### config.mk
export PLATFORM = sky130hd
export DESIGN_NAME = satl_ctrl
export DESIGN_NICKNAME = d
export VERILOG_FILES = /design/src/design/satl_pkg.sv /design/src/design/satl_ctrl.sv
export SDC_FILE = /design/constraint.sdc
export NUM_CORES = 1
export LEC_CHECK = 0
export BUFFER_PORTS_ARGS = -buffer_cell sky130_fd_sc_hd__buf_2
export CORE_AREA = 2 2 39 41
export CTS_CLUSTER_DIAMETER = 60
export CTS_CLUSTER_SIZE = 20
export DETAILED_ROUTE_END_ITERATION = 8
export DIE_AREA = 0 0 41 43
export GPL_ROUTABILITY_DRIVEN = 0
export SYNTH_ARGS = -nofsm -noshare
export SYNTH_HDL_FRONTEND = slang
export SYNTH_SLANG_ARGS = --single-unit
### constraint.sdc
create_clock -name i_clk -period 1.2 [get_ports i_clk]
set_clock_uncertainty 0.1 [all_clocks]
set_input_delay 0.12 -clock i_clk [delete_from_list [all_inputs] [get_ports i_clk]]
set_output_delay 0.12 -clock i_clk [all_outputs]
set_load 0.05 [all_outputs]
### src/design/satl_pkg.sv
package satl_pkg;

    localparam int TILE_COUNT_DEF    = 64;
    localparam int TILES_PER_ROW_DEF = 8;
    localparam int TILE_SIZE_DEF     = 512;

    localparam int NUM_PLANES = 6;
    localparam int CUBE_FACES = 6;

    localparam int CFG_IW = 3;
    localparam logic [CFG_IW-1:0] CFG_CAMERA_ROW0     = 3'd0;
    localparam logic [CFG_IW-1:0] CFG_CAMERA_ROW1     = 3'd1;
    localparam logic [CFG_IW-1:0] CFG_CAMERA_ROW2     = 3'd2;
    localparam logic [CFG_IW-1:0] CFG_CAMERA_ROW3     = 3'd3;
    localparam logic [CFG_IW-1:0] CFG_MAX_SPOT_ANGLE  = 3'd4;

    typedef enum logic [1:0] {
        OC_TILE,
        OC_NOSHADOW,
        OC_CULLED,
        OC_DROPPED
    } t_outcome;

    typedef enum logic [1:0] {
        LT_NONLOCAL,
        LT_POINT,
        LT_SPOT,
        LT_AREA
    } t_light_type;

    typedef struct packed {
        logic               first_of_frame;
        t_light_type        light_type;
        logic               casts_shadows;
        logic signed [15:0] pos_x;
        logic signed [15:0] pos_y;
        logic signed [15:0] pos_z;
        logic [15:0]        light_range;
        logic [15:0]        outer_angle;
    } t_in;

    typedef struct packed {
        t_outcome    outcome;
        logic [5:0]  tile_index;
        logic [11:0] offset_x;
        logic [11:0] offset_y;
        logic [2:0]  face;
        logic        is_cube;
        logic [15:0] dropped_count;
        logic        last;
    } t_out;

    typedef enum logic [3:0] {
        S_IDLE,
        S_VEC,
        S_MUL1,
        S_SUM1,
        S_MUL2,
        S_SUM2,
        S_CMP,
        S_DECIDE,
        S_LOAD,
        S_WAIT
    } t_state;

    typedef struct packed {
        logic     load_item;
        logic     plane_clr;
        logic     plane_inc;
        logic     set_kind;
        t_outcome kind;
        logic     decide;
        logic     load_out;
    } t_cmd;

    typedef struct packed {
        logic skip_in;
        logic plane_skip;
        logic cull_hit;
        logic last_plane;
        logic out_done;
        logic out_last;
    } t_status;

    function automatic logic signed [15:0] mat_entry(input logic [63:0] row,
                                                      input logic [1:0] col);
        logic signed [15:0] e;
        case (col)
            2'd0:    e = row[15:0];
            2'd1:    e = row[31:16];
            2'd2:    e = row[47:32];
            default: e = row[63:48];
        endcase
        return e;
    endfunction

endpackage

### src/design/satl_ctrl.sv
module satl_ctrl (
    input  logic              i_clk,
    input  logic              i_rst_n,
    input  logic              i_in_valid,
    output logic              o_in_ready,
    input  satl_pkg::t_status i_status,
    output satl_pkg::t_cmd    o_cmd
);
    import satl_pkg::*;

    t_state r_state;
    t_state n_state;

    always_ff @(posedge i_clk) begin
        if (!i_rst_n) begin
            r_state <= S_IDLE;
        end else begin
            r_state <= n_state;
        end
    end

    always_comb begin
        n_state = r_state;
        case (r_state)
            S_IDLE: begin
                if (i_in_valid) begin
                    n_state = i_status.skip_in ? S_LOAD : S_VEC;
                end
            end
            S_VEC:  n_state = S_MUL1;
            S_MUL1: n_state = S_SUM1;
            S_SUM1: n_state = S_MUL2;
            S_MUL2: begin
                if (i_status.plane_skip) begin
                    n_state = i_status.last_plane ? S_DECIDE : S_VEC;
                end else begin
                    n_state = S_SUM2;
                end
            end
            S_SUM2: n_state = S_CMP;
            S_CMP: begin
                if (i_status.cull_hit) begin
                    n_state = S_LOAD;
                end else begin
                    n_state = i_status.last_plane ? S_DECIDE : S_VEC;
                end
            end
            S_DECIDE: n_state = S_LOAD;
            S_LOAD:   n_state = S_WAIT;
            S_WAIT: begin
                if (i_status.out_done) begin
                    n_state = i_status.out_last ? S_IDLE : S_LOAD;
                end
            end
            default: n_state = S_IDLE;
        endcase
    end

    always_comb begin
        o_cmd      = '0;
        o_cmd.kind = OC_TILE;
        o_in_ready = 1'b0;
        case (r_state)
            S_IDLE: begin
                o_in_ready = 1'b1;
                if (i_in_valid) begin
                    o_cmd.load_item = 1'b1;
                    o_cmd.plane_clr = 1'b1;
                    o_cmd.set_kind  = i_status.skip_in;
                    o_cmd.kind      = OC_NOSHADOW;
                end
            end
            S_MUL2: begin
                o_cmd.plane_inc = i_status.plane_skip && !i_status.last_plane;
            end
            S_CMP: begin
                o_cmd.set_kind  = i_status.cull_hit;
                o_cmd.kind      = OC_CULLED;
                o_cmd.plane_inc = !i_status.cull_hit && !i_status.last_plane;
            end
            S_DECIDE: o_cmd.decide   = 1'b1;
            S_LOAD:   o_cmd.load_out = 1'b1;
            default: begin
            end
        endcase
    end

endmodule

; ---- Word level (Yosys, flattened, before mapping)
; Index checks and enable logic that the tools add are counted.
; W data, S select, Z words.
[word_totals]
romBits = 0
ff_bits = 4
word_cells = 34
ramBits = 0
latchBits = 0
mem_count = 0
output_inout_bits = 9
[op_classes]
n_shift = 0
n_div = 0
n_lt_le_gt_ge = 0
bitwise = 0
mux = 16
eq_ne = 11
add_sub_neg = 0
reduce_logical = 6
multipliers = 0
[op_table]
columns = operator, n
row1 = $pmux W4 S10, 1
row2 = $mux W4, 5
row3 = $eq A4 B3 Y1 const B, 4
row4 = $mux W3, 3
row5 = $eq A4 B2 Y1 const B, 2
row6 = $eq A4 B4 Y1 const B, 2
row7 = $pmux W3 S2, 1
row8 = $eq A4 B1 Y1 const B, 1
row9 = $logic_not A4 Y1, 1
row10 = $mux W2, 2
row11 = $ne A2 B2 Y1 const B, 2
row12 = $mux W1, 3
row13 = $logic_and A1 B1 Y1, 2
row14 = $logic_not A1 Y1, 2
row15 = $pmux W1 S2, 1
row16 = $reduce_and A2 Y1, 1

; ---- Depth between registers and ports, before layout
; Gate-level depths: netlist (run 1).
[logic_depth]
word_depth = 3
ltp_mapped = 6
ltp_nobuf = 4

; ---- Worst setup path before layout (run 1)
; OpenSTA, ideal clock, no wires.
[synth_path]
path_type = reg-to-output
start = register r_state[2]
end = output port o_cmd[0] in the netlist's numbering
path_slack_ps = -1051
path_stages_with_launch = 3
path_buffers = 1
required_ps = 980
t_arrival_ps = 2031
cell_sequence = dfxtp_1 > buf_4 > nor4_1
[synth_lines]
columns = item, line
row1 = "start, declared", satl_ctrl.sv:11  ; t_state r_state;
row2 = "start signal, assigned", satl_ctrl.sv:18  ; r_state <= n_state;
row3 = "end, declared", satl_ctrl.sv:7  ; output satl_pkg::t_cmd o_cmd

==> metrics, run 1 <==
status finished, violations left; failing checks setup timing; RSZ-0062 raised after global routing true; site row count 14; overall routing resource usage 16.3%; post-synthesis cell count 53; CP required between 900 and 1000 ps; worst skew pair latency between 200 and 250 ps; stages on the worst setup path 5; CTS Hold Bufs 0; Hold WC Path Type input pin to flop; Post-synth EDFFs 0; Final Max Tran Viols 0; vias per cell 4.90; input/output buffers 17; drt first pass iters 4; hold depth 3; Placement Setup Slack -117 ps; nets 100; worst setup margin -226 ps; Synth Flop Type dfxtp_1; Crit-path slowest cell dfxtp_4; Initial Utilization 28.4%; Arr. time, crit path 1210 ps; Max-Cap Viols 0; CTS tree yes; placed instance count 94; share of cells above drive strength 1 73.0%; leak pwr 0.000405 uW; vias in the first global route 483; CTS root buf clkbuf_4; final setup fails 11; post-synthesis sequential area ratio between 20% and 30%; ys async rst share 0%; worst path cell trace nor2_4, nand2_2, clkinvlp_4, and2_4, buf_8; met3 WL 27 um; DR top layer met3; TritonCTS buffer count 3; die width 41 um; GR Overflow Total 0; max FFs per register 4; Post-Syn Area approximately 390 um2; fillcell total 111; die height 43 um; Fmax achieved 701 MHz; Top reg by flops r_state; P&R area growth vs syn 126%; Worst VDD drop between 0.9 and 1 mV; Placeable Area ~0.0014 mm2; crit start category flop; Post-Layout Cell Count approximately 110; Final ANT Viol Nets 0; critical path capture point type output port; DR WL/cell between 10 and 15 um; Top Registers r_state x4; WL met2 765 um; antenna cell count 0; Top-Level Pins 18; Least-Margin Pin Slew 299 ps; CTS max path bufs 2; largest net degree at the start of global routing 9; vias between 500 and 600; PD cells 2200 mW/mm2; Largest stage delay, worst path 370 ps; synthesis-stage register bit count 4; die area 0.00176 mm2; fin crit share 119%; r2r worst-path depth 6; Slew headroom 80.0%; Final Critical Period 1430 ps; Clock Sinks 4; final hold vios 0; wire length on met1 569 um; initial antenna violation count 0; Cell variety after synth 30; synthesized net count 62; initial DRC count 11; Post-DP HPWL between 800 and 900 um; WP buf/inv 2; CTS H-tree lvls 1; clk slew on worst S/H paths approximately 30 ps; final wirelength 1360 um; Post-Syn Area per Cell 7.41 um2; global-route wire length before repair around 2000 um; Crit Path Class flop to output port; delay-heaviest family, CP simple AND/OR/NAND/NOR gates; YS warnings 0; CP max FO 7; residual DRC count 0
[cells by family (layout without fill, tap and decap cells)]
group	Yosys count	count (layout)	share of synthesized area (%)
and+or+nand+nor	23	23	31.8
DFF	4	4	20.4
xor gates and xnor gates	1	1	2.23
AOI/OAI and AO/OA	17	17	33.4
buffers and inverters	8	44	12.1
[power by group]
part	total, uW	leakage (uW)	internal [uW]	switching (uW)
Sequential	272	0.0000356	186	86.6
Combinational	1530	0.000356	776	749
Clock	159	0.0000138	111	47.5
[synthesized netlist by cell type (2+ instances only)]
master / count / area, um2
a21o_1: 2 / 15.0
a21oi_1: 3 / 15.0
and2_1: 2 / 12.5
buf_2: 2 / 10.0
buf_4: 2 / 15.0
dfxtp_1: 4 / 80.1
inv_1: 3 / 11.3
nand2_1: 2 / 7.51
nand3_1: 3 / 15.0
nor2_1: 6 / 22.5
nor2b_1: 2 / 12.5
nor3_1: 2 / 10.0
o211ai_1: 2 / 15.0
o22ai_1: 2 / 12.5
[area by class of cell]
class                      count  area [um2]  area share, %
clock buffer                   3        22.5           2.54
inverter                       3        15.0           1.69
multi-input combinational     41         374           42.1
sequential                     4        95.1           10.7
tap                           16        20.0           2.25
timing repair buffer          38         362           40.7
[metal layers]
metal	up-vias	track usage, %
li1	267	-
met1	242	18.9
met2	6	28.7
met3	0	1.57
met4	0	6.00
met5	-	0
[cells in the final DEF, fill, tap and decap left out, types with 2 or more instances in the layout]
cell type,n
buf_4,14
and2_4,2
buf_6,9
a21o_1,2
nand3_1,2
buf_2,8
dfxtp_4,4
nor2_4,3
buf_12,2
inv_1,2
o22ai_1,2
nor2b_1,2
o211ai_1,2
a21oi_1,3
buf_8,5
nor2_1,3
clkbuf_4,3
[worst min-delay path: cells and delay by family]
family          cells  cell delay, ps
compound gates      1              40
buf+inv             2             180
[worst paths after layout]
kind | from | to | slack [ps]
setup reg to reg | r_state[3] | r_state[3] | -130
setup / recovery | r_state[3] | o_cmd[6] | -230
hold reg to reg | r_state[2] | r_state[0] | 570
hold / removal | i_rst_n | r_state[0] | 60
[what timing repair did]
item | in CTS | in global routing
buffers inserted | 6 | 2
pin swaps | 6 | 10
gates cloned | 0 | 0
setup endpoints to repair | 11 | 12
resized for setup | 30 | 12
[stage by stage]
step | instance area (um2) | total power [uW] | util, % | hold WS [ps] | setup TNS [ps]
2_1_floorplan | 489 | 1060 | - | 144 | -1220
3_3_place_gp | 644 | 1290 | 46.6 | 293 | -684
3_5_place_dp | 644 | 1300 | 46.6 | 291 | -845
4_1_cts | 822 | 1790 | 59.4 | 44.1 | -2050
5_1_grt | 888 | 2050 | 64.2 | 68.4 | -2730
6_report | 888 | 1960 | 64.2 | 55.5 | -2110
Note: power is estimated with default switching activity, not from simulation.
==> run 2: changes to the inputs <==
ABC_AREA = 1   (was not set)
==> run 2 against run 1 <==
Compared with the run above: the run still ends with setup timing left; utilization grew 0.54 points; register-to-register slack barely moved; combinational power is 17% higher; power is 17% higher.
==> metrics, run 2 <==
status finished, violations left; failing checks setup timing; fin crit share 125%; fraction of the mapped netlist area in adder cells 0%; commonest non-fill, non-tap cells in the layout 15 x nand2_1, 14 x buf_6, 13 x inv_1, 9 x buf_4, 8 x buf_2; drt first pass iters 4; Final Critical Period 1500 ps; TritonCTS buffer count 3; final wirelength 1350 um; die height 43 um; most common cell after layout, fill and taps aside nand2_1; Post-synth EDFFs 0; Hold WS 108 ps; Hold WC Path Type input pin to flop; Worst VDD drop approximately 1.3 mV; final instance area 896 um2; PD cells 2550 mW/mm2; nets between 100 and 150; Sw Share between 50% and 60%; CTS max path bufs 2; Top Registers r_state x4; max FFs per register 4; CTS root buf clkbuf_4; placed instance count 117; antenna cell count 0; Placed Area just under 700 um2; RSZ-0062 raised after global routing true; CTS tree yes; sequential share of power 12.7%; clk slew on worst S/H paths 40 ps; Crit Path Class flop to output port; Top-Level Pins 18; overall routing resource usage roughly 18%; ys async rst share 0%; synthesis-stage register bit count 4; worst setup margin -305 ps; input/output buffers 17; Least-Margin Pin Slew 280 ps; share of cells above drive strength 1 63.6%; Top reg by flops r_state; final setup fails 13; Placeable Area about 0.0014 mm2; Post-DP HPWL 998 um; fillcell total 123; worst skew pair latency roughly 250 ps; share of the synthesized area in the top cell type 20.0%; Post-Layout Cell Count between 100 and 150; combinational family with the most area after synthesis simple AND/OR/NAND/NOR gates; critical path capture point type output port; post-synthesis cell count 74; Final Max Tran Viols 0; YS warnings 0; Max-Cap Viols 0; crit start category flop; residual DRC count 0; site row count 14; vias 559; P&R area growth vs syn 124%; Synth Flop Type dfxtp_1; post-synthesis sequential area ratio 20.0%; vias per cell 4.44; Arr. time, crit path 1280 ps; vias in the first global route 522; CP max FO 3; Final ANT Viol Nets 0; GR Overflow Total 0; DR WL/cell 10.7 um; CTS H-tree lvls 1; largest net degree at the start of global routing 5; power share of the combinational group around four fifths; initial antenna violation count 0; Post-Syn Area 400 um2; Post-Syn Area per Cell ~5.4 um2; Synth Area in Simple Gates 48.1%; synthesized net count 83; Clock Sinks 4; die width 41 um; Setup TNS Final -2660 ps; multiplexer area fraction after synthesis 0%; die area 0.00176 mm2; Internal Power 1070 uW; Net Sw Power 1210 uW; Slew headroom 81.3%; CP required between 900 and 1000 ps; Fmax achieved 665 MHz; Final Util between 60% and 70%; top cells by area, synth dfxtp_1 20%, inv_1 16%, nand2_1 16%; most common library cells after synthesis 17 x inv_1, 17 x nand2_1, 7 x nor2_2, 6 x nand3_1; Clock power frac ~8.9%; global-route wire length before repair 2100 um; leak pwr 0.000477 uW; Cell variety after synth 15; post-synthesis xor/xnor area fraction 0%; final hold vios 0; area leader, netlist dfxtp_1; initial DRC count 7; Compound-Gate Fraction of Synth Area roughly 11%; Initial Utilization 28.9%
## run 2: changes by cell type after synthesis, sizes merged, moves of 3 or more
cell / previous run / this run
inv: 3 / 20
nand2: 3 / 18
nor2: 6 / 12
buf: 5 / 1
a21o: 3 / 0
a21oi: 3 / 6
nand3: 3 / 6
## run 2: power groups by stage
stage          clock [uW]  sequential [uW]  combinational (uW)
4_1_cts               208              288                1690
2_1_floorplan           0              280                1040
3_5_place_dp            0              282                1360
6_report              202              290                1790
5_1_grt               216              296                1910
3_3_place_gp            0              279                1350
## run 2: worst max-delay path, cell delays in order, from the launching register on
cell and delay (ps):
dfxtp_4 360, nor2_4 170, nand2_4 110, inv_8 70, a21oi_4 30, nor3_4 120, buf_6 180
## run 2: cell type report
type                    instances  area [um2]  area share, %
clock buffers                   4        26.3           2.93
well taps                      16        20.0           2.23
inverters                      20        92.6           10.3
multi-input cells              49         374           41.8
repair buffers                 33         290           32.4
flip-flops and latches          4        92.6           10.3
## run 2: worst paths after layout
kind	startpoint	endpoint	slack, ps	depth (start not counted)
max	r_state[3]	o_cmd[5]	-300	6
min	i_status[2]	r_state[2]	110	3
min reg2reg	r_state[2]	r_state[0]	680	5
max reg2reg	r_state[2]	r_state[0]	-140	10
## run 2: cell families (layout without fill, tap and decap cells)
group	Yosys count	after routing
buffers and inverters	21	57
AOI/OAI and AO/OA	8	8
and+or+nand+nor	41	41
DFF	4	4
## run 2: what timing repair did
action,in CTS,in global routing
resized for setup,37,7
setup buffers,1,3
endpoints found under the hold margin,1,0
pin swaps,14,3
setup endpoints to repair,13,13
hold buffers,1,0
## run 2: routing by layer
layer	vias to the layer above	share of wire, %	GRT usage [%]
met4	0	2.0	8.00
met1	245	38	20.2
met5	-	0	0
met3	4	5.0	4.19
met2	14	55	29.4
li1	296	-	-
## run 2: per-stage QoR
step | total power [uW] | worst slack, ps
3_3_place_gp | 1630 | -195
2_1_floorplan | 1320 | -295
6_report | 2290 | -305
5_1_grt | 2420 | -370
3_5_place_dp | 1650 | -191
4_1_cts | 2190 | -307
==> run 3: changes to the inputs <==
GPL_TIMING_DRIVEN = 0   (was not set)
==> run 3 against run 2 <==
Compared with the run above: the run still ends with setup timing left; sequential power is essentially flat; sequential share of layout area rose by 0.76 points; power decreased by 9.4%; maximum frequency shrank 1.7%; flip-flop and latch count stayed put; hold slack about the same; clock power is 14% lower; final area shrank 6.8%; non-clock buffer count fell by 5; register-to-register slack hardly changed; cell count shrank 4.8%; die area is the same; critical path type unchanged.
==> metrics, run 3 (synthesis results as in run 2) <==
status finished, violations left; failing checks setup timing; input/output buffers 17; Clock Sinks 4; Top reg by flops r_state; Post-DP HPWL 888 um; Max-Cap Viols 0; Arr. time, crit path ~1300 ps; crit start category flop; wire length on met1 470 um; antenna cell count 0; CTS H-tree lvls 1; Least-Margin Pin Slew 268 ps; TritonCTS buffer count 3; vias 532; Final Max Tran Viols 0; Post-Layout Cell Count 120; vias in the first global route 516; site row count 14; Slew headroom 82.1%; worst skew pair latency ~240 ps; Top-Level Pins 18; drt first pass iters 3; leak pwr 0.000447 uW; final hold vios 0; Fmax achieved 653 MHz; CP max FO 4; worst setup margin -331 ps; final setup fails 13; vias per cell 4.43; CTS max path bufs 2; DR top layer met4; fin crit share 128%; Final ANT Viol Nets 0; clk slew on worst S/H paths ~40 ps; PD cells 2480 mW/mm2; GR Overflow Total 0; Final Util 60.3%; Hold WC Path Type input pin to flop; Initial Utilization 28.9%; max FFs per register 4; worst path cell trace inv_2, nor2_4, buf_4, buf_6, nand2_1, inv_1, buf_6; CTS root buf clkbuf_4; placed instance count between 100 and 150; global-route wire length before repair 2090 um; share of cells above drive strength 1 60.6%; Final Critical Period approximately 1500 ps; CP required 980 ps; initial DRC count 11; WL met2 ~660 um; Crit-path slowest cell dfxtp_4; die width approximately 41 um; DR WL/cell 10.2 um; die area between 0.0015 and 0.002 mm2; hold depth 3; Placeable Area about 0.0014 mm2; Crit Path Class flop to output port; overall routing resource usage 17.4%; most frequent CP cell buf_6; met3 WL 62 um; CTS tree yes; Top Registers r_state x4; initial antenna violation count 0; die height 43 um; nets 115; P&R area growth vs syn 108%; final wirelength 1220 um; residual DRC count 0; Largest stage delay, worst path 360 ps; total chip power 2070 uW; largest net degree at the start of global routing 6; RSZ-0062 raised after global routing true; critical path capture point type output port; Worst VDD drop 1.02 mV; commonest non-fill, non-tap cells in the layout 15 x nand2_1, 13 x inv_1, 11 x buf_6, 8 x buf_2, 6 x buf_4; most common cell after layout, fill and taps aside nand2_1; r2r worst-path depth 10
==> run 3: final cells by class <==
cell class | count | area [um2]
timing repair buffer | 27 | 238
inverter | 20 | 87.6
clock buffer | 3 | 22.5
multi-input combinational | 49 | 363
tap | 16 | 20.0
buffer | 1 | 11.3
fill | 123 | 549
sequential | 4 | 92.6
==> run 3: path summary, 6_finish.rpt <==
check               endpoint  slack [ps]   startpoint
setup reg to reg  r_state[3]        -140   r_state[2]
hold reg to reg   r_state[1]         590   r_state[3]
setup / recovery    o_cmd[1]        -330   r_state[2]
hold / removal    r_state[2]         110  i_status[2]
==> run 3: repair_timing <==
item,in CTS,in global routing
buffers inserted,6,3
setup endpoints to repair,13,13
pin swaps,7,5
hold buffers,1,0
gates resized for setup,29,8
endpoints found under the hold margin,1,0
==> run 3: critical path, delay by kind of cell (launching register included) <==
kind	cells	cell delay, ps
flip-flops	1	360
buffers and inverters	5	500
AND/OR/NAND/NOR	2	200
==> run 3: layer usage <==
metal	global-route usage, %	vias to the layer above
met2	26.6	15
met5	0	-
met3	6.28	4
li1	-	285
met4	6.00	0
met1	21.7	228
==> run 3: power breakdown <==
group / total (uW) / switching (uW) / internal [uW]
clock network: 174 / 61.3 / 112
registers: 287 / 85.1 / 201
logic: 1610 / 990 / 620
total: 2070 / 1140 / 933
==> run 3: through the flow <==
step	setup TNS, ps	hold WS [ps]	instance area [um2]	setup WS (ps)
6_report	-2800	108	835	-331
5_1_grt	-3710	113	835	-400
4_1_cts	-2750	99.7	788	-342
3_5_place_dp	-1050	239	609	-320
3_3_place_gp	-920	227	609	-287
2_1_floorplan	-1240	117	504	-295
